`src/hdl/rssgsp_pkg.sv`:
```
// ============================================================================
// rssgsp_pkg: shared types, widths and codes of the safe-gap speed planner
// Field widths, register map, zone codes, the result bundle and the width
// functions that follow from the fixed-point fraction width.
// ============================================================================
package rssgsp_pkg;

    // Default fraction width of every fixed-point quantity.
    localparam int FRAC_BITS_DEF = 8;

    // Field widths.
    localparam int OWN_SPEED_W = 16;
    localparam int REL_SPEED_W = 16;
    localparam int GAP_W       = 20;
    localparam int SAFE_W      = 24;
    localparam int ZONE_W      = 3;

    // Register widths.
    localparam int RHO_W = 10;
    localparam int ACC_W = 12;
    localparam int BRK_W = 12;
    localparam int CAP_W = 16;

    // Derived datapath widths that do not depend on the fraction width.
    localparam int RA_W   = RHO_W + ACC_W;     // rho * a
    localparam int RAR_W  = RA_W + RHO_W;      // rho * a * rho
    localparam int CM_W   = OWN_SPEED_W + 1;   // |v + rel|
    localparam int DEN_W  = BRK_W + 1;         // 2 * braking
    localparam int ZC_W   = SAFE_W + 4;        // 11 * d
    localparam int DIV_STEP = 3;               // quotient bits per divider stage

    // APB register file.
    localparam int APB_AW    = 5;
    localparam int APB_DW    = 32;
    localparam int REG_IDX_W = APB_AW - 2;

    localparam logic [REG_IDX_W-1:0] REG_REACTION_TIME  = 3'd0;
    localparam logic [REG_IDX_W-1:0] REG_MAX_ACCEL      = 3'd1;
    localparam logic [REG_IDX_W-1:0] REG_EGO_MIN_BRAKE  = 3'd2;
    localparam logic [REG_IDX_W-1:0] REG_LEAD_MAX_BRAKE = 3'd3;
    localparam logic [REG_IDX_W-1:0] REG_SPEED_CAP      = 3'd4;

    localparam logic [RHO_W-1:0] RST_REACTION_TIME  = 10'd256;
    localparam logic [ACC_W-1:0] RST_MAX_ACCEL      = 12'd512;
    localparam logic [BRK_W-1:0] RST_EGO_MIN_BRAKE  = 12'd1024;
    localparam logic [BRK_W-1:0] RST_LEAD_MAX_BRAKE = 12'd2048;
    localparam logic [CAP_W-1:0] RST_SPEED_CAP      = 16'd7680;

    // Gap zones.
    localparam logic [ZONE_W-1:0] ZONE_ACCEL = 3'd0;
    localparam logic [ZONE_W-1:0] ZONE_HOLD  = 3'd1;
    localparam logic [ZONE_W-1:0] ZONE_SOFT  = 3'd2;
    localparam logic [ZONE_W-1:0] ZONE_WARN  = 3'd3;
    localparam logic [ZONE_W-1:0] ZONE_EMERG = 3'd4;

    typedef struct packed {
        logic [RHO_W-1:0] reaction_time;
        logic [ACC_W-1:0] max_accel;
        logic [BRK_W-1:0] ego_min_brake;
        logic [BRK_W-1:0] lead_max_brake;
        logic [CAP_W-1:0] speed_cap;
    } cfg_t;

    typedef struct packed {
        logic [OWN_SPEED_W-1:0] target_speed;
        logic                   collision_warning;
        logic                   emergency_brake;
        logic [ZONE_W-1:0]      gap_zone;
        logic [SAFE_W-1:0]      safe_gap;
    } res_t;

    function automatic int max_i(input int a, input int b);
        return (a > b) ? a : b;
    endfunction

    // Speed after reaction: v + (rho*a >> F).
    function automatic int vr_w(input int f);
        return max_i(OWN_SPEED_W, RA_W - f) + 1;
    endfunction

    // Reaction distance (rho*v >> F).
    function automatic int t1_w(input int f);
        return RHO_W + OWN_SPEED_W - f;
    endfunction

    // Acceleration distance during reaction (a*rho*rho >> 2F+1).
    function automatic int t2_w(input int f);
        return max_i(1, RAR_W - 2 * f - 1);
    endfunction

    function automatic int t12_w(input int f);
        return max_i(t1_w(f), t2_w(f)) + 1;
    endfunction

    // Dividend and quotient width of both braking divisions.
    function automatic int quo_w(input int f);
        return max_i(2 * vr_w(f), 2 * CM_W);
    endfunction

    // Signed raw safe distance t1 + t2 + t3 - t4.
    function automatic int dr_w(input int f);
        return max_i(t12_w(f), quo_w(f)) + 2;
    endfunction

    // Signed set-speed sum v + delta.
    function automatic int tg_w(input int f);
        return max_i(OWN_SPEED_W, f + 3) + 2;
    endfunction

endpackage

```
`src/hdl/rssgsp_regs.sv`:
```
// ============================================================================
// rssgsp_regs: APB configuration registers
// Five planner registers at word addresses; writes keep the low bits of each
// register's width, writes beyond the map are dropped.
// ============================================================================
module rssgsp_regs
(
    input  logic                          clk,
    input  logic                          rst_n,
    input  logic                          psel,
    input  logic                          penable,
    input  logic                          pwrite,
    input  logic [rssgsp_pkg::APB_AW-1:0] paddr,
    input  logic [rssgsp_pkg::APB_DW-1:0] pwdata,
    output logic [rssgsp_pkg::APB_DW-1:0] prdata,
    output logic                          pready,
    output rssgsp_pkg::cfg_t              cfg
);
    import rssgsp_pkg::*;

    cfg_t                 cfg_reg;
    logic                 wr_en;
    logic [REG_IDX_W-1:0] reg_idx;

    assign pready  = 1'b1;
    assign wr_en   = psel & penable & pwrite & pready;
    assign reg_idx = paddr[APB_AW-1:2];
    assign cfg     = cfg_reg;

    always_ff @(posedge clk or negedge rst_n)
    begin
        if (!rst_n)
        begin
            cfg_reg.reaction_time  <= RST_REACTION_TIME;
            cfg_reg.max_accel      <= RST_MAX_ACCEL;
            cfg_reg.ego_min_brake  <= RST_EGO_MIN_BRAKE;
            cfg_reg.lead_max_brake <= RST_LEAD_MAX_BRAKE;
            cfg_reg.speed_cap      <= RST_SPEED_CAP;
        end
        else if (wr_en)
        begin
            unique case (reg_idx)
                REG_REACTION_TIME:  cfg_reg.reaction_time  <= pwdata[RHO_W-1:0];
                REG_MAX_ACCEL:      cfg_reg.max_accel      <= pwdata[ACC_W-1:0];
                REG_EGO_MIN_BRAKE:  cfg_reg.ego_min_brake  <= pwdata[BRK_W-1:0];
                REG_LEAD_MAX_BRAKE: cfg_reg.lead_max_brake <= pwdata[BRK_W-1:0];
                REG_SPEED_CAP:      cfg_reg.speed_cap      <= pwdata[CAP_W-1:0];
                default:            ;
            endcase
        end
    end

    always_comb
    begin
        unique case (reg_idx)
            REG_REACTION_TIME:  prdata = APB_DW'(cfg_reg.reaction_time);
            REG_MAX_ACCEL:      prdata = APB_DW'(cfg_reg.max_accel);
            REG_EGO_MIN_BRAKE:  prdata = APB_DW'(cfg_reg.ego_min_brake);
            REG_LEAD_MAX_BRAKE: prdata = APB_DW'(cfg_reg.lead_max_brake);
            REG_SPEED_CAP:      prdata = APB_DW'(cfg_reg.speed_cap);
            default:            prdata = '0;
        endcase
    end

endmodule

```
`config.mk`:
```
export PLATFORM = sky130hd
export DESIGN_NAME = rssgsp_regs
export DESIGN_NICKNAME = d
export VERILOG_FILES = /design/src/hdl/rssgsp_pkg.sv /design/src/hdl/rssgsp_regs.sv
export SDC_FILE = /design/constraint.sdc
export NUM_CORES = 1
export LEC_CHECK = 0
export BUFFER_PORTS_ARGS = -buffer_cell sky130_fd_sc_hd__buf_2
export CORE_ASPECT_RATIO = 1.75
export CORE_MARGIN = 2
export CORE_UTILIZATION = 30
export CTS_CLUSTER_DIAMETER = 30
export DETAILED_ROUTE_END_ITERATION = 12
export GPL_TIMING_DRIVEN = 0
export SETUP_SLACK_MARGIN = 0.15
export SLEW_MARGIN = 25
export SYNTH_ARGS = -nofsm -noshare
export SYNTH_HDL_FRONTEND = slang
export SYNTH_SLANG_ARGS = --single-unit
```
`constraint.sdc`:
```
create_clock -name clk -period 3.55 [get_ports clk]
set_input_delay 0.5325 -clock clk [delete_from_list [all_inputs] [get_ports clk]]
set_output_delay 0.5325 -clock clk [all_outputs]
set_load 0.01 [all_outputs]
```
# [Word-level counts from Yosys, hierarchy flattened]
# Index checks and enable logic that the tools add are counted.
# W data, S select, Z words.
[word_totals] reg_bits=62
[op_classes] eq_ne=4 muxes=1 n_bitwise=2 n_reduce_logical=6
[ops] operator="$pmux W16 S5" n=1
[ops] operator="$reduce_and A2 Y1" n=5
[ops] operator="$eq A3 B2 Y1 const B" n=2
[ops] operator="$eq A3 B1 Y1 const B" n=1
[ops] operator="$eq A3 B3 Y1 const B" n=1
[ops] operator="$logic_not A3 Y1" n=1
[ops] operator="$and A1 B1 Y1" n=2

# [Longest topological paths before layout]
[logic_depth] ltp_word=3 depth_mapped=6 depth_no_buf=3

# [Least setup slack after synthesis]
# Ideal clock, no wire load.
[synth_timing] path_type="input -> output" from="input paddr[2] (netlist bit)" to="output prdata[0] (netlist bit)" arrival_time_ns=1.529 required_ns=3.017 setup_slack_ns=1.489 path_stages=5 n_path_buf=2 cell_sequence="buf_4 > buf_2 > mux2_2 > a32oi_1 > o21ai_0"
[synth_via] elab_chain_len=2
[synth_rtl] element="from (decl)" line_no="rssgsp_regs.sv:13" text="input logic [rssgsp_pkg::APB_AW-1:0] paddr,"
[synth_rtl] element="$eq A3 B3 Y1 (tied with other cells)" line_no="rssgsp_regs.sv:55" text="unique case (reg_idx)"
[synth_rtl] element="$pmux W16 S5 *" line_no="rssgsp_regs.sv:55"
[synth_rtl] element="to (decl)" line_no="rssgsp_regs.sv:15" text="output logic [rssgsp_pkg::APB_DW-1:0] prdata,"
# Mark *: on every way between the ends. The rest lies on a longest branch, timed or not.

# [Worst setup path after layout]
[layout_timing] from="input paddr[2] (netlist bit)" to="output prdata[2] (netlist bit)"
# Same word-level chain as after synthesis.

==> metrics.yaml <==
mostFrequentLayoutCells: "105 x buf_2, 61 x mux2_2, 54 x dfrtp_1, 21 x buf_4, 17 x conb_1"
fin_crit_sh: 0.743
final_common_cell: "buf_2"
synthFlopType: "dfrtp_1"
report.final.slew_viol_count: 0
regToRegStartpoint: "cfg[57]"
grt_max_degree: 63
grt_util_all_layers: 0.169
cts_tree: "done"
cts_made_buffers: 9
wl_per_cell_microns: 18.2
fin_area_sq_um: 4070
skew_ns: 0
hold_buffers: 0
avgViaCountPerCell: 4.73
syn_inst: 220
cp-start-kind: "primary input"
ant_nets: 0
cp_max_fo: 10
r2r.worst_path.cells: 1
tns_ns: 0
fmax_mhz: 379
dr.pass1.iters: 5
timing.rr.end: "cfg[57]"
routed_wl_mm: 8.64
hold_slack_ns: 0.275
crit_path_end_kind: "primary output"
cts_sinks: 62
max_slew_margin: 0.349
ir_drop_uv: 248
start_util: 0.306
n_antenna_cell: 0
clockRootBuffer: "clkbuf_16"
grt_pass1_vias: 2292
arrival_ns: 2.10
min_path_type: "primary input to asynchronous set/reset pin"
core_sq_um: 9790
setup_viol: 0
min_period_ns: 2.64
synth_edf_count: 0
antenna_found_initial: 0
async_flop_share: 1.00
clock_path_buffers: 2
cts_resized: 0
tightest_slew_ns: 0.973
ff2ff_setup_slack_ns: 2.75
grt_pass1_wl_mm: 13.3
ys_ff_latch: 62
drt_iter0_drc: 55
die_w_microns: 79.5
yosysWarnings: 0
critical_path_class: "primary input to primary output"
vias: 2251
final_core_util: 0.415
cap_viol_max_count: 0
ys_seq_area_frac: 0.522
drcViolationCount: 0
die-area_sq_um: 10800
layout.nets: 388
largest_reg_flops: 62
clk_latency_ns: 0.33
power_density_nw_per_um2: 622
layout-drive-gt1-share: 0.618
cp.required_ns: 3.02
die_h_microns: 136
final_hold_viol_count: 0
power_leakage_nw: 2.05
postCtsSetupBuffers: 0
port_buffers: 100
rows: 48
clkTransAtPathRegs_ns: 0.05
synthToLayoutAreaGrowth_pct: 35.9
ioPinCount: 137
rsz0062_at_grt: "no"
detailed_place_hpwl_mm: 6.20
synth_area_sq_um: 2990
grt_overflow: 0
htree_levels: 3
n_fill_cell: 943
dpl_cell_area_sq_um: 3710
finalWeightedCongestion: 0.754
total_power_mw: 2.53
outcome: "complete, no violations"
synth_cell_types: 27
postSynthAreaPerCell_sq_um: 13.6
==> cells by family after synthesis <==
family / count (synthesis) / share of synthesized area
AOI/OAI and AO/OA: 33 / 0.0773
buffers and inverters: 31 / 0.0702
DFF: 62 / 0.522
muxes: 75 / 0.281
other: 2 / 0.00251
and+or+nand+nor: 17 / 0.0472
==> routing by layer <==
| layer | wire [microns] | vias up | GRT usage |
|---|---|---|---|
| li1 | - | 1031 | - |
| met1 | 3320 | 1118 | 0.197 |
| met2 | 4530 | 84 | 0.277 |
| met3 | 541 | 18 | 0.0478 |
| met4 | 254 | 0 | 0.0939 |
| met5 | 0 | - | 0 |
==> area by class of cell <==
class / count / area [sq um] / share of cell area
clock buffers: 11 / 253 / 0.0622
flip-flops and latches: 62 / 1560 / 0.384
plain buffers: 30 / 206 / 0.0508
inverters: 1 / 3.75 / 0.000923
clock inverters: 5 / 105 / 0.0258
well taps: 125 / 156 / 0.0385
repair buffers: 100 / 503 / 0.124
multi-input cells: 142 / 1280 / 0.314
==> how the worst max path moves through the flow <==
stage / start / slack [ns] / cells after the start / endpoint
5_1_grt: paddr[2] / 0.73 / 7 / prdata[2]
2_1_floorplan: paddr[2] / 1.49 / 5 / prdata[0]
4_1_cts: paddr[2] / 0.93 / 7 / prdata[2]
6_report: paddr[2] / 0.91 / 7 / prdata[2]
3_5_place_dp: paddr[2] / 0.93 / 7 / prdata[2]
3_3_place_gp: paddr[2] / 0.94 / 7 / prdata[4]
==> worst max-delay path, cell delays in order <==
cell      delay, ns
buf_2          0.12
buf_4          0.18
nor2b_1        0.15
clkbuf_1       0.56
a22oi_1        0.13
o21ai_0        0.26
buf_2          0.18
==> power by group <==
| group | total (mW) | switching, mW | internal (mW) |
|---|---|---|---|
| logic | 0.534 | 0.267 | 0.267 |
| clock network | 1.04 | 0.312 | 0.723 |
| registers | 0.961 | 0.102 | 0.860 |
==> Yosys cell counts (2+ instances only) <==
cell type | n | area (sq um)
mux2_2 | 61 | 687
dfrtp_1 | 54 | 1350
buf_4 | 20 | 150
a22oi_1 | 12 | 90.1
mux2_1 | 11 | 124
o21ai_0 | 10 | 50.1
a32oi_1 | 9 | 78.8
dfstp_2 | 8 | 210
buf_2 | 6 | 30.0
and2_1 | 4 | 25.0
mux2i_1 | 3 | 30.0
nor2b_1 | 3 | 18.8
clkbuf_1 | 2 | 7.51
conb_1 | 2 | 7.51
nor2_1 | 2 | 7.51
o22ai_1 | 2 | 12.5
==> through the flow <==
stage                     instances  setup WS (ns)
after global placement          460          0.943
final                           476          0.914
after global routing            476          0.733
after CTS                       476          0.929
after detailed placement        460          0.927
after floorplan                 235           1.49
Note: power is estimated with default switching activity, not from simulation.
