==> src/hdl/rssgsp_pkg.sv <==
// ============================================================================
// rssgsp_pkg: shared types, widths and codes of the safe-gap speed planner
// Field widths, register map, zone codes, the result bundle and the width
// functions that follow from the fixed-point fraction width.
// ============================================================================
package rssgsp_pkg;

    // Default fraction width of every fixed-point quantity.
    localparam int FRAC_BITS_DEF = 8;

    // Field widths.
    localparam int OWN_SPEED_W = 16;
    localparam int REL_SPEED_W = 16;
    localparam int GAP_W       = 20;
    localparam int SAFE_W      = 24;
    localparam int ZONE_W      = 3;

    // Register widths.
    localparam int RHO_W = 10;
    localparam int ACC_W = 12;
    localparam int BRK_W = 12;
    localparam int CAP_W = 16;

    // Derived datapath widths that do not depend on the fraction width.
    localparam int RA_W   = RHO_W + ACC_W;     // rho * a
    localparam int RAR_W  = RA_W + RHO_W;      // rho * a * rho
    localparam int CM_W   = OWN_SPEED_W + 1;   // |v + rel|
    localparam int DEN_W  = BRK_W + 1;         // 2 * braking
    localparam int ZC_W   = SAFE_W + 4;        // 11 * d
    localparam int DIV_STEP = 3;               // quotient bits per divider stage

    // APB register file.
    localparam int APB_AW    = 5;
    localparam int APB_DW    = 32;
    localparam int REG_IDX_W = APB_AW - 2;

    localparam logic [REG_IDX_W-1:0] REG_REACTION_TIME  = 3'd0;
    localparam logic [REG_IDX_W-1:0] REG_MAX_ACCEL      = 3'd1;
    localparam logic [REG_IDX_W-1:0] REG_EGO_MIN_BRAKE  = 3'd2;
    localparam logic [REG_IDX_W-1:0] REG_LEAD_MAX_BRAKE = 3'd3;
    localparam logic [REG_IDX_W-1:0] REG_SPEED_CAP      = 3'd4;

    localparam logic [RHO_W-1:0] RST_REACTION_TIME  = 10'd256;
    localparam logic [ACC_W-1:0] RST_MAX_ACCEL      = 12'd512;
    localparam logic [BRK_W-1:0] RST_EGO_MIN_BRAKE  = 12'd1024;
    localparam logic [BRK_W-1:0] RST_LEAD_MAX_BRAKE = 12'd2048;
    localparam logic [CAP_W-1:0] RST_SPEED_CAP      = 16'd7680;

    // Gap zones.
    localparam logic [ZONE_W-1:0] ZONE_ACCEL = 3'd0;
    localparam logic [ZONE_W-1:0] ZONE_HOLD  = 3'd1;
    localparam logic [ZONE_W-1:0] ZONE_SOFT  = 3'd2;
    localparam logic [ZONE_W-1:0] ZONE_WARN  = 3'd3;
    localparam logic [ZONE_W-1:0] ZONE_EMERG = 3'd4;

    typedef struct packed {
        logic [RHO_W-1:0] reaction_time;
        logic [ACC_W-1:0] max_accel;
        logic [BRK_W-1:0] ego_min_brake;
        logic [BRK_W-1:0] lead_max_brake;
        logic [CAP_W-1:0] speed_cap;
    } cfg_t;

    typedef struct packed {
        logic [OWN_SPEED_W-1:0] target_speed;
        logic                   collision_warning;
        logic                   emergency_brake;
        logic [ZONE_W-1:0]      gap_zone;
        logic [SAFE_W-1:0]      safe_gap;
    } res_t;

    function automatic int max_i(input int a, input int b);
        return (a > b) ? a : b;
    endfunction

    // Speed after reaction: v + (rho*a >> F).
    function automatic int vr_w(input int f);
        return max_i(OWN_SPEED_W, RA_W - f) + 1;
    endfunction

    // Reaction distance (rho*v >> F).
    function automatic int t1_w(input int f);
        return RHO_W + OWN_SPEED_W - f;
    endfunction

    // Acceleration distance during reaction (a*rho*rho >> 2F+1).
    function automatic int t2_w(input int f);
        return max_i(1, RAR_W - 2 * f - 1);
    endfunction

    function automatic int t12_w(input int f);
        return max_i(t1_w(f), t2_w(f)) + 1;
    endfunction

    // Dividend and quotient width of both braking divisions.
    function automatic int quo_w(input int f);
        return max_i(2 * vr_w(f), 2 * CM_W);
    endfunction

    // Signed raw safe distance t1 + t2 + t3 - t4.
    function automatic int dr_w(input int f);
        return max_i(t12_w(f), quo_w(f)) + 2;
    endfunction

    // Signed set-speed sum v + delta.
    function automatic int tg_w(input int f);
        return max_i(OWN_SPEED_W, f + 3) + 2;
    endfunction

endpackage

==> src/hdl/rssgsp_div_pipe.sv <==
// ============================================================================
// rssgsp_div_pipe: pipelined restoring divider
// Floor quotient of an unsigned dividend by an unsigned divisor, STEP
// quotient bits per register stage, with a sideband that travels alongside.
// ============================================================================
module rssgsp_div_pipe
#(
    parameter int NUM_W = 34,
    parameter int DEN_W = 13,
    parameter int SB_W  = 1,
    parameter int STEP  = rssgsp_pkg::DIV_STEP
)
(
    input  logic             clk,
    input  logic             rst_n,
    input  logic             en,
    input  logic             in_valid,
    input  logic [NUM_W-1:0] num,
    input  logic [DEN_W-1:0] den,
    input  logic [SB_W-1:0]  sb_in,
    output logic             out_valid,
    output logic [NUM_W-1:0] quo,
    output logic [SB_W-1:0]  sb_out
);
    import rssgsp_pkg::*;

    localparam int STAGES = (NUM_W + STEP - 1) / STEP;
    localparam int PAD_W  = STAGES * STEP;

    logic             vld_reg [STAGES];
    logic [DEN_W-1:0] rem_reg [STAGES];
    logic [PAD_W-1:0] num_reg [STAGES];
    logic [NUM_W-1:0] quo_reg [STAGES];
    logic [SB_W-1:0]  sb_reg  [STAGES];

    for (genvar s = 0; s < STAGES; s++)
    begin : g_stage
        logic             vld_in;
        logic [DEN_W-1:0] rem_in;
        logic [PAD_W-1:0] num_in;
        logic [NUM_W-1:0] quo_in;
        logic [SB_W-1:0]  sb_w;
        logic [DEN_W-1:0] rem_next;
        logic [PAD_W-1:0] num_next;
        logic [NUM_W-1:0] quo_next;

        if (s == 0)
        begin : g_first
            assign vld_in = in_valid;
            assign rem_in = '0;
            assign num_in = PAD_W'(num);
            assign quo_in = '0;
            assign sb_w   = sb_in;
        end
        else
        begin : g_rest
            assign vld_in = vld_reg[s-1];
            assign rem_in = rem_reg[s-1];
            assign num_in = num_reg[s-1];
            assign quo_in = quo_reg[s-1];
            assign sb_w   = sb_reg[s-1];
        end

        // Shift in one dividend bit, subtract the divisor where it fits.
        always_comb
        begin
            logic [DEN_W:0]   r;
            logic [PAD_W-1:0] n;
            logic [NUM_W-1:0] q;
            r = {1'b0, rem_in};
            n = num_in;
            q = quo_in;
            for (int k = 0; k < STEP; k++)
            begin
                r = {r[DEN_W-1:0], n[PAD_W-1]};
                n = n << 1;
                q = q << 1;
                if (r >= {1'b0, den})
                begin
                    r    = r - {1'b0, den};
                    q[0] = 1'b1;
                end
            end
            rem_next = r[DEN_W-1:0];
            num_next = n;
            quo_next = q;
        end

        always_ff @(posedge clk or negedge rst_n)
        begin
            if (!rst_n)
                vld_reg[s] <= 1'b0;
            else if (en)
                vld_reg[s] <= vld_in;
        end

        always_ff @(posedge clk)
        begin
            if (en)
            begin
                rem_reg[s] <= rem_next;
                num_reg[s] <= num_next;
                quo_reg[s] <= quo_next;
                sb_reg[s]  <= sb_w;
            end
        end
    end

    assign out_valid = vld_reg[STAGES-1];
    assign quo       = quo_reg[STAGES-1];
    assign sb_out    = sb_reg[STAGES-1];

endmodule

==> config.mk <==
export PLATFORM = sky130hd
export DESIGN_NAME = rssgsp_div_pipe
export DESIGN_NICKNAME = d
export VERILOG_FILES = /design/src/hdl/rssgsp_pkg.sv /design/src/hdl/rssgsp_div_pipe.sv
export SDC_FILE = /design/constraint.sdc
export NUM_CORES = 2
export LEC_CHECK = 0
export BUFFER_PORTS_ARGS = -buffer_cell sky130_fd_sc_hd__buf_2
export CORE_ASPECT_RATIO = 1.5
export CORE_MARGIN = 2
export CORE_UTILIZATION = 25
export CTS_BUF_LIST = sky130_fd_sc_hd__clkbuf_8
export CTS_CLUSTER_DIAMETER = 100
export DETAILED_ROUTE_END_ITERATION = 10
export PLACE_DENSITY = 0.39
export SETUP_SLACK_MARGIN = 0.4
export SYNTH_ARGS = -nofsm -noshare
export SYNTH_HDL_FRONTEND = slang
export SYNTH_SLANG_ARGS = --single-unit
==> constraint.sdc <==
create_clock -name clk -period 11.8 [get_ports clk]
set_input_delay 1.18 -clock clk [delete_from_list [all_inputs] [get_ports clk]]
set_output_delay 1.18 -clock clk [all_outputs]
set_load 0.005 [all_outputs]
# Yosys cells after proc, flatten, opt, wreduce, memory -nomap -nowiden

Memories as Yosys holds them, arrays and structs flattened.
Cells that the tools add are included.
W data, S select, Z words.

Add/subtract/negate cells: 36
$lt $le $gt $ge: 36
Multiplexer cells: 74

Operators by type and width:

| cell                    | number |
|---|---|
| $ge A14 B13 Y1          | 35 |
| $mux W13                | 36 |
| $sub A13 B13 Y13        | 35 |
| $mux W1                 | 38 |
| $ge A1 B13 Y1 const A   | 1 |
| $sub A1 B13 Y13 const A | 1 |

Register bits after elaboration: 12
Memory bits (writable): 972
Input port bits: 52
Output and inout port bits: 36
Logic and storage cells: 162
Memories: 4

Memory list:

| memory  | depth | width | rd ports | clocked after Yosys merged registers in | wr ports | RTL line              | source |
|---|---|---|---|---|---|---|---|
| quo_reg | 12    | 34    | 12       | 0                                       | 12       | rssgsp_div_pipe.sv:33 | `logic [NUM_W-1:0] quo_reg [STAGES];` |
| num_reg | 12    | 33    | 11       | 0                                       | 12       | rssgsp_div_pipe.sv:32 | `logic [PAD_W-1:0] num_reg [STAGES];` |
| rem_reg | 12    | 13    | 11       | 0                                       | 12       | rssgsp_div_pipe.sv:31 | `logic [DEN_W-1:0] rem_reg [STAGES];` |
| sb_reg  | 12    | 1     | 12       | 0                                       | 12       | rssgsp_div_pipe.sv:34 | `logic [SB_W-1:0] sb_reg [STAGES];` |

# Logic depth before layout (Yosys ltp)

An unclocked memory read counts as a cell.

Depth after elaboration: 7
Gate-level depth with buffers: 35
Mapped depth without buffers: 33

# Least setup slack after synthesis

OpenSTA, ideal clock, no wires.

Path kind: input -> register
Start point: input port den[1]
End point: memory rem_reg[7][5], in the netlist rem_reg[3][18], data pin
Library setup time: 262 ps
Arrival time: 9,643 ps
Data required time: 11,538 ps
Path slack: 1,895 ps
Stages: 29
Buffers on the path: 3
Cell sequence: inv_1 fa_1 a21oi_2 o2111ai_1 a31oi_2 a221oi_1 a221o_1 buf_2 mux2_2 ha_1 a21oi_1 a21oi_1 o41a_1 o41ai_2 a21boi_1 a311oi_4 clkbuf_1 mux2_2 ha_1 nor2b_1 o21ai_0 nand2b_1 a211oi_1 o21ai_0 o211ai_1 a21boi_0 a2111oi_4 buf_6 mux2_1

RTL lines:

| element         | RTL line              | source |
|---|---|---|
| start, declared | rssgsp_div_pipe.sv:19 | `input logic [DEN_W-1:0] den,` |
| end, declared   | rssgsp_div_pipe.sv:31 |  |

==> flow_summary_export.csv <==
group,metric,value,unit
outcome,status,"finished clean",
drt,routed-via-count,30700,
clocking,numClockSinks,575,
yosys,synthTopCellsByCount,"edfxtp_1 (563), ha_1 (455), a21oi_1 (315), nor2_1 (257), nand2_1 (252)",
setup_path,crit_cells,28,
grt,grt_overflow,0,
grt,grt_start_max_net_pins,155,
yosys,synth_seq_cells,575,
yosys,ys_types,92,
setup_path,slowest_stage,"fa_1",
drt,dr.pass1.iters,5,
yosys,async_flop_share,2.09,%
setup_path,start_kind,"input pin",
drt,viasPerCell,4.79,
placed_design,hpwl,90.5,mm
placed_design,port_buffers,87,
setup_path,cpPeakStageDelay,0.63,ns
clocking,clk_latency,0.86,ns
placed_design,routabilityCongestion,0.854,
die,die_y,505,µm
sta,finalSetupViolCount,0,
yosys,syn_area,0.0418,mm²
yosys,yosysWarnings,0,
grt,grt_pass1_wl,189,mm
die,dieWidth,338,µm
yosys,synth_seq_area_share,41.2,%
yosys,postSynthAreaPerCell,10.7,µm²
die,start_util,25.2,%
yosys,yosysTopAreaCell,"edfxtp_1",
yosys,synthCells,3919,
die,design.core.area,0.166,mm²
yosys,synth_edf_count,563,
sta,fin_crit_sh,80.7,%
cells_and_area,regArea,0.0172,mm²
setup_path,startpoint,"den[1]",
sta,worst_pin_slew,1.17,ns
yosys,netlist.area_leader.share,40.5,%
yosys,yosys-top-cells-area,"edfxtp_1 (40%), ha_1 (14%), mux2_2 (5.0%)",
drt,wl_per_cell,19.0,µm
drt,totalWireLength,122,mm
clocking,clockRootBuffer,"clkbuf_8",
clocking,cts_buffer_depth,3,
setup_path,r2r_slack,2.60,ns
sta,rsz0062_at_grt,"false",
drt,drc,0,
sta,relSlewSlack,22.1,%
setup_path,r2r_end,"rem_reg[3][11]",
drt,drtAntennaViolNets,0,
setup_path,critical_path.top_delay_family,"compound AO/OA/AOI/OAI gates",
cells_and_area,nFillCells,17400,
sta,drv_slew,0,
sta,fin_crit,9.53,ns
clocking,h-tree-depth,3,
clocking,cts_resized,0,
setup_path,worstReg2RegStart,"num_reg[2][65]",
grt,grt_pass1_vias,32300,
yosys,post-synth-top-count-cell,"edfxtp_1",
grt,grtUsageTotal,14.3,%
setup_path,cp_num_buf_inv,2,
setup_path,rr_worst_depth,29,
die,dieArea,0.170,mm²
cells_and_area,nets,4653,
setup_path,cp-endpoint,"rem_reg[3][11]",
clocking,cts_tree,"yes",
clocking,cts_made_buffers,105,
cells_and_area,multi_input_area,0.0236,mm²
setup_path,path_max_fanout,22,
sta,max_freq,105,MHz
cells_and_area,largest_reg_flops,210,
yosys,synth_fp_nets,4459,
run,cap_viol_max_count,0,
yosys,synth_flop_cell,"edfxtp_1",
setup_path,cp-end-kind,"flip-flop",
setup_path,path_common_cell,"a21oi_1",
clocking,hold_buffers,0,
setup_path,cp.arrival,10.05,ns
setup_path,crit_required,12.33,ns
sta,hold_viol_final,0,
sta,tns,0,ns
sta,fin_skew,0.0638,ns
cells_and_area,synthToLayoutAreaGrowth,13.4,%
die,rows,183,
clocking,path_clk_slew,0.06,ns
die,io_pins,88,
setup_path,critical_path_class,"in -> reg",
hold_path,min_path_type,"in -> async",
clocking,post-cts-setup-buffers,0,
grt,grt_antenna_before_repair,2,
drt,drt_iter0_drc,1465,
cells_and_area,drive_gt1_share,13.1,%
==> per-layer routing <==
layer	global-route usage [%]	wire length [µm]	part of all wire, %	up-vias
li1	-	-	-	15300
met1	15.9	49200	40	14800
met2	27.3	65600	54	429
met3	1.86	3320	2.7	188
met4	5.46	4140	3.4	0
met5	0	0	0	-
==> cell usage in the layout (no fill, tap or decap), drive strengths merged, types with 37 or more instances in the layout <==
cell type,synthesis,layout
nor3,115,115
nand2,252,252
buf,18,145
xor2,128,128
nor2b,68,68
inv,194,225
mux2i,56,56
o21ai,224,224
clkinv,2,42
o21a,62,62
ha,455,455
xnor2,192,192
nand3,63,63
a21o,84,84
mux2,211,211
edfxtp,563,563
clkbuf,40,107
nand4,65,65
a21oi,316,316
nor2,258,258
nand2b,48,48
or3,37,37
a211oi,40,40
==> how the worst min path moves through the flow <==
stage	from	to	slack, ns	cells past startpoint
finish	rst_n	out_valid	0.20	1
global route	rst_n	g_stage[11].vld_in	0.15	1
CTS	rst_n	out_valid	0.09	1
detailed placement	num_reg[0][50]	num_reg[1][20]	0.40	0
global placement	quo_reg[3][7]	quo_reg[3][44]	0.40	0
floorplan	num_reg[0][0]	num_reg[0][36]	0.40	0
==> cell type report <==
class,count,area share (%)
Antenna cell,5,0.0264
Clock buffer,107,3.11
Clock inverter,82,1.38
Inverter,196,1.56
Multi-Input combinational cell,3090,49.8
Sequential cell,575,36.3
Tap cell,2220,5.86
Timing Repair Buffer,145,1.96
==> kinds of logic after synthesis <==
kind of cell               Yosys count  share of synthesized area [%]
DFF                                575                           41.2
xor gates and xnor gates           320                           6.71
and+or+nand+nor                   1009                           11.7
AOI/OAI and AO/OA                 1006                           15.7
muxes                              267                           7.10
adders and majority gates          488                           15.2
buffers and inverters              254                           2.38
==> per-stage QoR <==
stage | util [%] | setup slack, ns | instance area (µm²) | hold WS (ns) | std cells
floorplan | - | 1.89 | 41800 | 0.400 | 3919
global placement | 27.3 | 1.39 | 45200 | 0.401 | 6226
detailed placement | 27.3 | 1.30 | 45200 | 0.405 | 6226
CTS | 28.6 | 2.30 | 47400 | 0.0859 | 6415
global route | 28.6 | 1.53 | 47400 | 0.153 | 6419
finish | 28.6 | 2.27 | 47400 | 0.202 | 6420
Power is not shown: default switching activity piles up to over one toggle a cycle in this logic, so the estimate is an artifact.
