==> config.mk <==
export PLATFORM = sky130hd
export DESIGN_NAME = rssgsp_front
export DESIGN_NICKNAME = d
export VERILOG_FILES = /design/src/hdl/rssgsp_pkg.sv /design/src/hdl/rssgsp_front.sv
export SDC_FILE = /design/constraint.sdc
export NUM_CORES = 2
export LEC_CHECK = 0
export ABC_CLOCK_PERIOD_IN_PS = 5500
export BUFFER_PORTS_ARGS = -buffer_cell sky130_fd_sc_hd__buf_2
export CAP_MARGIN = 20
export CORE_ASPECT_RATIO = 1.5
export CORE_MARGIN = 5
export CORE_UTILIZATION = 58
export CTS_CLUSTER_DIAMETER = 50
export CTS_CLUSTER_SIZE = 12
export DETAILED_ROUTE_END_ITERATION = 16
export GPL_ROUTABILITY_DRIVEN = 0
export PLACE_DENSITY = 0.79
export RECOVER_POWER = 100
export REMOVE_ABC_BUFFERS = 1
export SLEW_MARGIN = 10
export SYNTH_ARGS = -nofsm -noshare
export SYNTH_HDL_FRONTEND = slang
export SYNTH_SLANG_ARGS = --single-unit
==> constraint.sdc <==
create_clock -name clk -period 5.5 [get_ports clk]
set_input_delay 0.55 -clock clk [delete_from_list [all_inputs] [get_ports clk]]
set_output_delay 0.55 -clock clk [all_outputs]
set_load 0.005 [all_outputs]
==> src/hdl/rssgsp_pkg.sv <==
// ============================================================================
// rssgsp_pkg: shared types, widths and codes of the safe-gap speed planner
// Field widths, register map, zone codes, the result bundle and the width
// functions that follow from the fixed-point fraction width.
// ============================================================================
package rssgsp_pkg;

    // Default fraction width of every fixed-point quantity.
    localparam int FRAC_BITS_DEF = 8;

    // Field widths.
    localparam int OWN_SPEED_W = 16;
    localparam int REL_SPEED_W = 16;
    localparam int GAP_W       = 20;
    localparam int SAFE_W      = 24;
    localparam int ZONE_W      = 3;

    // Register widths.
    localparam int RHO_W = 10;
    localparam int ACC_W = 12;
    localparam int BRK_W = 12;
    localparam int CAP_W = 16;

    // Derived datapath widths that do not depend on the fraction width.
    localparam int RA_W   = RHO_W + ACC_W;     // rho * a
    localparam int RAR_W  = RA_W + RHO_W;      // rho * a * rho
    localparam int CM_W   = OWN_SPEED_W + 1;   // |v + rel|
    localparam int DEN_W  = BRK_W + 1;         // 2 * braking
    localparam int ZC_W   = SAFE_W + 4;        // 11 * d
    localparam int DIV_STEP = 3;               // quotient bits per divider stage

    // APB register file.
    localparam int APB_AW    = 5;
    localparam int APB_DW    = 32;
    localparam int REG_IDX_W = APB_AW - 2;

    localparam logic [REG_IDX_W-1:0] REG_REACTION_TIME  = 3'd0;
    localparam logic [REG_IDX_W-1:0] REG_MAX_ACCEL      = 3'd1;
    localparam logic [REG_IDX_W-1:0] REG_EGO_MIN_BRAKE  = 3'd2;
    localparam logic [REG_IDX_W-1:0] REG_LEAD_MAX_BRAKE = 3'd3;
    localparam logic [REG_IDX_W-1:0] REG_SPEED_CAP      = 3'd4;

    localparam logic [RHO_W-1:0] RST_REACTION_TIME  = 10'd256;
    localparam logic [ACC_W-1:0] RST_MAX_ACCEL      = 12'd512;
    localparam logic [BRK_W-1:0] RST_EGO_MIN_BRAKE  = 12'd1024;
    localparam logic [BRK_W-1:0] RST_LEAD_MAX_BRAKE = 12'd2048;
    localparam logic [CAP_W-1:0] RST_SPEED_CAP      = 16'd7680;

    // Gap zones.
    localparam logic [ZONE_W-1:0] ZONE_ACCEL = 3'd0;
    localparam logic [ZONE_W-1:0] ZONE_HOLD  = 3'd1;
    localparam logic [ZONE_W-1:0] ZONE_SOFT  = 3'd2;
    localparam logic [ZONE_W-1:0] ZONE_WARN  = 3'd3;
    localparam logic [ZONE_W-1:0] ZONE_EMERG = 3'd4;

    typedef struct packed {
        logic [RHO_W-1:0] reaction_time;
        logic [ACC_W-1:0] max_accel;
        logic [BRK_W-1:0] ego_min_brake;
        logic [BRK_W-1:0] lead_max_brake;
        logic [CAP_W-1:0] speed_cap;
    } cfg_t;

    typedef struct packed {
        logic [OWN_SPEED_W-1:0] target_speed;
        logic                   collision_warning;
        logic                   emergency_brake;
        logic [ZONE_W-1:0]      gap_zone;
        logic [SAFE_W-1:0]      safe_gap;
    } res_t;

    function automatic int max_i(input int a, input int b);
        return (a > b) ? a : b;
    endfunction

    // Speed after reaction: v + (rho*a >> F).
    function automatic int vr_w(input int f);
        return max_i(OWN_SPEED_W, RA_W - f) + 1;
    endfunction

    // Reaction distance (rho*v >> F).
    function automatic int t1_w(input int f);
        return RHO_W + OWN_SPEED_W - f;
    endfunction

    // Acceleration distance during reaction (a*rho*rho >> 2F+1).
    function automatic int t2_w(input int f);
        return max_i(1, RAR_W - 2 * f - 1);
    endfunction

    function automatic int t12_w(input int f);
        return max_i(t1_w(f), t2_w(f)) + 1;
    endfunction

    // Dividend and quotient width of both braking divisions.
    function automatic int quo_w(input int f);
        return max_i(2 * vr_w(f), 2 * CM_W);
    endfunction

    // Signed raw safe distance t1 + t2 + t3 - t4.
    function automatic int dr_w(input int f);
        return max_i(t12_w(f), quo_w(f)) + 2;
    endfunction

    // Signed set-speed sum v + delta.
    function automatic int tg_w(input int f);
        return max_i(OWN_SPEED_W, f + 3) + 2;
    endfunction

endpackage

==> src/hdl/rssgsp_front.sv <==
// ============================================================================
// rssgsp_front: product stages of the safe-distance datapath
// Three register stages: reaction products, speed after reaction and lead
// speed square, ego speed square and the reaction-plus-acceleration sum.
// ============================================================================
module rssgsp_front
#(
    parameter int FRAC_BITS = rssgsp_pkg::FRAC_BITS_DEF
)
(
    input  logic                                          clk,
    input  logic                                          rst_n,
    input  logic                                          en,
    input  logic                                          in_valid,
    input  logic        [rssgsp_pkg::OWN_SPEED_W-1:0]     own_speed,
    input  logic signed [rssgsp_pkg::REL_SPEED_W-1:0]     lead_rel_speed,
    input  logic        [rssgsp_pkg::GAP_W-1:0]           lead_gap,
    input  logic                                          lead_present,
    input  rssgsp_pkg::cfg_t                              cfg,
    output logic                                          out_valid,
    output logic [rssgsp_pkg::quo_w(FRAC_BITS)-1:0]       vr_sq,
    output logic [rssgsp_pkg::quo_w(FRAC_BITS)-1:0]       cm_sq,
    output logic [rssgsp_pkg::t12_w(FRAC_BITS)-1:0]       t12,
    output logic [rssgsp_pkg::OWN_SPEED_W-1:0]            speed,
    output logic [rssgsp_pkg::GAP_W-1:0]                  gap,
    output logic                                          present
);
    import rssgsp_pkg::*;

    localparam int VR_W  = vr_w(FRAC_BITS);
    localparam int T1_W  = t1_w(FRAC_BITS);
    localparam int T2_W  = t2_w(FRAC_BITS);
    localparam int T12_W = t12_w(FRAC_BITS);
    localparam int QW    = quo_w(FRAC_BITS);
    localparam int RV_W  = RHO_W + OWN_SPEED_W;
    localparam int C_W   = OWN_SPEED_W + 2;

    // Stage 1
    logic                   s1_vld_reg;
    logic [RA_W-1:0]        s1_ra_reg;
    logic [T1_W-1:0]        s1_t1_reg;
    logic [CM_W-1:0]        s1_cm_reg;
    logic [OWN_SPEED_W-1:0] s1_v_reg;
    logic [GAP_W-1:0]       s1_gap_reg;
    logic                   s1_pres_reg;
    // Stage 2
    logic                   s2_vld_reg;
    logic [VR_W-1:0]        s2_vr_reg;
    logic [RAR_W-1:0]       s2_rar_reg;
    logic [QW-1:0]          s2_cm2_reg;
    logic [T1_W-1:0]        s2_t1_reg;
    logic [OWN_SPEED_W-1:0] s2_v_reg;
    logic [GAP_W-1:0]       s2_gap_reg;
    logic                   s2_pres_reg;
    // Stage 3
    logic                   s3_vld_reg;
    logic [QW-1:0]          s3_vr2_reg;
    logic [QW-1:0]          s3_cm2_reg;
    logic [T12_W-1:0]       s3_t12_reg;
    logic [OWN_SPEED_W-1:0] s3_v_reg;
    logic [GAP_W-1:0]       s3_gap_reg;
    logic                   s3_pres_reg;

    logic [RA_W-1:0]        ra_next;
    logic [RV_W-1:0]        rho_v;
    logic [T1_W-1:0]        t1_next;
    logic signed [C_W-1:0]  lead_abs_speed;
    logic [CM_W-1:0]        cm_next;
    logic [VR_W-1:0]        vr_next;
    logic [RAR_W-1:0]       rar_next;
    logic [2*CM_W-1:0]      cm2_full;
    logic [2*VR_W-1:0]      vr2_full;
    logic [T2_W-1:0]        t2_val;
    logic [T12_W-1:0]       t12_next;

    // Stage 1: rho*a, rho*v and |v + rel|
    assign ra_next        = RA_W'(cfg.reaction_time) * RA_W'(cfg.max_accel);
    assign rho_v          = RV_W'(cfg.reaction_time) * RV_W'(own_speed);
    assign t1_next        = T1_W'(rho_v >> FRAC_BITS);
    assign lead_abs_speed = $signed({2'b00, own_speed})
                          + $signed({{(C_W-REL_SPEED_W){lead_rel_speed[REL_SPEED_W-1]}},
                                     lead_rel_speed});
    assign cm_next        = lead_abs_speed[C_W-1] ? CM_W'(-lead_abs_speed)
                                                  : CM_W'(lead_abs_speed);

    // Stage 2: speed after reaction, rho*a*rho, lead speed square
    assign vr_next  = VR_W'(s1_v_reg) + VR_W'(s1_ra_reg >> FRAC_BITS);
    assign rar_next = RAR_W'(s1_ra_reg) * RAR_W'(cfg.reaction_time);
    assign cm2_full = (2*CM_W)'(s1_cm_reg) * (2*CM_W)'(s1_cm_reg);

    // Stage 3: ego speed square, reaction plus acceleration distance
    assign vr2_full = (2*VR_W)'(s2_vr_reg) * (2*VR_W)'(s2_vr_reg);
    assign t2_val   = T2_W'(s2_rar_reg >> (2 * FRAC_BITS + 1));
    assign t12_next = T12_W'(s2_t1_reg) + T12_W'(t2_val);

    always_ff @(posedge clk or negedge rst_n)
    begin
        if (!rst_n)
        begin
            s1_vld_reg <= 1'b0;
            s2_vld_reg <= 1'b0;
            s3_vld_reg <= 1'b0;
        end
        else if (en)
        begin
            s1_vld_reg <= in_valid;
            s2_vld_reg <= s1_vld_reg;
            s3_vld_reg <= s2_vld_reg;
        end
    end

    always_ff @(posedge clk)
    begin
        if (en)
        begin
            s1_ra_reg   <= ra_next;
            s1_t1_reg   <= t1_next;
            s1_cm_reg   <= cm_next;
            s1_v_reg    <= own_speed;
            s1_gap_reg  <= lead_gap;
            s1_pres_reg <= lead_present;

            s2_vr_reg   <= vr_next;
            s2_rar_reg  <= rar_next;
            s2_cm2_reg  <= QW'(cm2_full);
            s2_t1_reg   <= s1_t1_reg;
            s2_v_reg    <= s1_v_reg;
            s2_gap_reg  <= s1_gap_reg;
            s2_pres_reg <= s1_pres_reg;

            s3_vr2_reg  <= QW'(vr2_full);
            s3_cm2_reg  <= s2_cm2_reg;
            s3_t12_reg  <= t12_next;
            s3_v_reg    <= s2_v_reg;
            s3_gap_reg  <= s2_gap_reg;
            s3_pres_reg <= s2_pres_reg;
        end
    end

    assign out_valid = s3_vld_reg;
    assign vr_sq     = s3_vr2_reg;
    assign cm_sq     = s3_cm2_reg;
    assign t12       = s3_t12_reg;
    assign speed     = s3_v_reg;
    assign gap       = s3_gap_reg;
    assign present   = s3_pres_reg;

endmodule

== After elaboration in Yosys (flattened, before gate mapping) ==
Cells that the tools add are included.
Storage, ports and cells
  flip-flop bits (word level): 359
  output and inout bits: 125
  input port bits: 119
Cells by class
  muxes and demuxes: 1
  $mul: 5
  $add $sub $neg: 4
Operators with widths (count)
  multiplier 17 x 17 -> 34 bit: 2
  multiplier 22 x 10 -> 32 bit: 1
  multiplier 10 x 16 -> 26 bit: 1
  multiplier 10 x 12 -> 22 bit: 1
  adder 18 x 15 -> 19 bit: 1
  adder 17 x 16 -> 18 bit: 1
  adder 16 x 14 -> 17 bit: 1
  two-way mux 17 bit: 1
  negator 17 bit: 1

== Depth between registers and ports, before layout ==
  depth after elaboration: 3
  depth in mapped cells: 25
  mapped depth without buffers: 24

== Worst setup path after synthesis ==
No wires, ideal clock.
  kind: input to register
  from: input port cfg[53] in the netlist's numbering
  to: register s2_rar_reg[30], data pin
  slack: -0.654 ns
  buffers on the path: 2
  setup time: 0.258 ns
  stages: 21
  data required time: 5.242 ns
  arrival: 5.896 ns
  cells stage by stage: clkbuf_1 > clkbuf_1 > nand2_1 > fa_1 > inv_1 > fa_1 > fa_1 > inv_1 > fa_1 > inv_1 > fa_1 > ha_1 > a211oi_1 > nand2_1 > a221oi_1 > a31oi_1 > o41ai_1 > a211oi_1 > o31a_1 > nor2_1 > xnor2_1
On the way
  word-level cells in the longest chain between the ends: 1
RTL lines
  from (decl): line rssgsp_front.sv:19  | input rssgsp_pkg::cfg_t cfg,
  multiplier 22 x 10 -> 32 bit: line rssgsp_front.sv:88  | assign rar_next = RAR_W'(s1_ra_reg) * RAR_W'(cfg.reaction_time);
  named net rar_next[30]: line rssgsp_front.sv:70  | logic [RAR_W-1:0] rar_next;
  to (signal assigned): line rssgsp_front.sv:124  | s2_rar_reg <= rar_next;
  to (decl): line rssgsp_front.sv:49  | logic [RAR_W-1:0] s2_rar_reg;
The timed path passes the listed nets, and every way through them passes these cells.
A chain may end at the register's enable or synchronous reset.

== Final worst setup path ==
  from: register s1_cm_reg[14]
  to: register s2_cm2_reg[32], data pin
On the way
  word-level cells in the longest chain between the ends: 1
RTL lines
  from (decl): line rssgsp_front.sv:42  | logic [CM_W-1:0] s1_cm_reg;
  from (signal assigned): line rssgsp_front.sv:118  | s1_cm_reg <= cm_next;
  multiplier 17 x 17 -> 34 bit: line rssgsp_front.sv:89  | assign cm2_full = (2*CM_W)'(s1_cm_reg) * (2*CM_W)'(s1_cm_reg);
  named net cm2_full[32]: line rssgsp_front.sv:71  | logic [2*CM_W-1:0] cm2_full;
  to (signal assigned): line rssgsp_front.sv:125  | s2_cm2_reg <= QW'(cm2_full);
  to (decl): line rssgsp_front.sv:50  | logic [QW-1:0] s2_cm2_reg;
The timed path passes the listed nets, and every way through them passes these cells.

==> qor.yml <==
synthesis:
  synth_edf_count: 336
  synth-seq-cells: 339
  synth_top_area_cell: "fa_1"
  synthTopCellsByArea: "fa_1 (33%), edfxtp_1 (23%), ha_1 (13%)"
  syn_inst: 4335
  avgSynthCellArea_sq_um: 10.2
  synth_top_area_share_pct: 32.9
  ys_types: 77
  synthArstFlopShare_pct: 0.885
  netlist_top_cells_count: "inv_1 (999), fa_1 (727), nand2_1 (479)"
  ys_seq_area_share_pct: 23.0
  yosys_warnings: 0
  synth_ff_type: "edfxtp_1"
  yosysMostFrequentCell: "inv_1"
  synthesis.area_sq_um: 44200
clock_network:
  cts_sinks: 339
  clock-root-buffer: "clkbuf_16"
  htreeDepth: 2
  cts_tree: "yes"
  clk_pin_slew_worst_paths_ns: 0.06
  clock_path_buffers: 3
  clock_latency_ns: 0.59
  cts_buffers: 40
layout:
  fillers: 4896
  final-seq-area_sq_um: 10200
  fin_util_pct: 71.5
  fin_nets: 6395
  drive_gt1_share_pct: 23.4
  multiInputGateArea_sq_um: 31400
  stdcell_count: 6136
  syn2layout_area_growth_pct: 22.7
  fin_area_sq_um: 54200
floorplan:
  start_util_pct: 58.3
  core_sq_um: 75900
  die_height_um: 348
  rows: 124
  ios: 244
  die_w_um: 235
  die_area_sq_um: 81900
detailed_routing:
  drt_iter0_drc: 2008
  routed_wl_um: 117000
  drc: 0
  ant_nets: 0
  viasPerCell: 5.54
  wire_per_inst_um: 19.0
  dr.pass1.iters: 6
  vias: 34000
grt:
  grt_pass1_wl_um: 178000
  antenna_found_initial: 4
  grt_use_total_pct: 26.6
  grt_max_degree: 105
  grt_pass1_vias: 37000
  gr-total-overflow: 0
placement:
  placed_cell_area_sq_um: 50100
  dp_slack_ns: -0.916
  numPortBuffers: 201
  dp.cells: 5941
  hpwl_um: 85000
sta:
  worst_pin_slew_ns: 5.27
  rsz0062_at_grt: "yes"
  slew_violations: 143
  max_clock_freq_mhz: 156
  hold_viol: 0
  finalSetupViolCount: 117
  period_minus_slack_ns: 6.43
  slew_headroom_pct: -251
  fin_crit_sh_pct: 117
  fin_skew_ns: 0.0311
  fin_ws_ns: -0.929
run_status:
  violations: "capacitance limit, slew limit, setup timing"
  status: "finished, violations left"
critical_path:
  cp_slowest_cell: "fa_2"
  cp-end-kind: "flop"
  reg2reg_slack_ns: -0.93
  cp.arrival_ns: 6.74
  crit_buf_inv: 5
  path_cells: "buf_4 > nand2_1 > buf_4 > inv_1 > ha_1 > a31o_2 > fa_1 > fa_2 > fa_2 > fa_1 > inv_1 > fa_1 > inv_1 > ha_1 > a211oi_1 > nand2_1 > o221ai_4 > a31oi_4 > a311o_1"
  start_kind: "flop"
  crit_type: "flop to flop"
  cpPeakStageDelay_ns: 0.67
  critPathRequiredTime_ns: 5.81
  path_delay_family: "adder cells"
  crit_fanout: 6
run:
  cap_violations: 2
min_path:
  min_path_type: "input port to flop"
## stage by stage
step	TNS [ns]	hold WS (ns)
4_1_cts	-10.85	0.107
2_1_floorplan	-7.14	0.254
3_5_place_dp	-35.29	0.347
3_3_place_gp	-28.42	0.345
5_1_grt	-79.12	0.118
6_report	-25.52	0.132
## cells in the final DEF, fill, tap and decap left out, types with 34 or more instances in the layout
master	instances
buf_2	103
and2_1	310
fa_1	683
xor2_1	35
ha_4	34
nand2_1	441
buf_4	555
fa_2	44
a21o_1	48
edfxtp_1	336
xnor2_1	117
inv_1	922
clkbuf_1	121
a21oi_1	78
o21ai_0	62
buf_6	81
inv_2	76
and2_4	34
clkbuf_16	42
nor2_1	95
ha_1	403
## worst paths after layout
check	end	start	cells past startpoint
worst max register to register	s2_cm2_reg[32]	s1_cm_reg[14]	19
worst min-delay path	s1_gap_reg[8]	lead_gap[8]	1
max in group asynchronous	out_valid	rst_n	2
worst min register to register	s2_t1_reg[0]	s1_t1_reg[0]	0
min in group asynchronous	s2_vld_reg	rst_n	2
worst max-delay path	s2_cm2_reg[32]	s1_cm_reg[14]	19
## routing by layer
metal | track usage (%) | vias up | part of all wire (%)
met3 | 3.61 | 541 | 6.0
met5 | 0 | - | 0.018
met4 | 12.9 | 4 | 6.5
met2 | 50.3 | 1392 | 53
met1 | 29.4 | 17000 | 34
li1 | - | 15000 | -
## final cells by class
type | instances | share of cell area [%]
sequential | 339 | 18.7
antenna | 1 | 0.00461
tap | 1008 | 2.33
inverter | 999 | 6.92
clock buffer | 48 | 1.98
timing repair buffer | 875 | 11.6
multi-input combinational | 2850 | 57.9
clock inverter | 16 | 0.452
## timing repair
item / in CTS / in global routing
cloned: 0 / 1
resized for setup: 307 / 235
hold endpoints to repair: 3 / 0
pin swaps: 203 / 190
setup endpoints to repair: 53 / 63
buffers inserted: 92 / 48
hold buffers: 1 / 0
## logic make-up after synthesis
kind of cell               Yosys count  synth area share [%]
DFF                                339                  23.0
muxes                                6                 0.150
AOI/OAI and AO/OA                  388                  5.87
xor gates and xnor gates           166                  3.31
other                                1               0.00849
adders and majority gates         1171                  45.5
buffers and inverters             1147                  9.76
and+or+nand+nor                   1117                  12.4
Power is not shown: default switching activity piles up to over one toggle a cycle in this logic, so the estimate is an artifact.
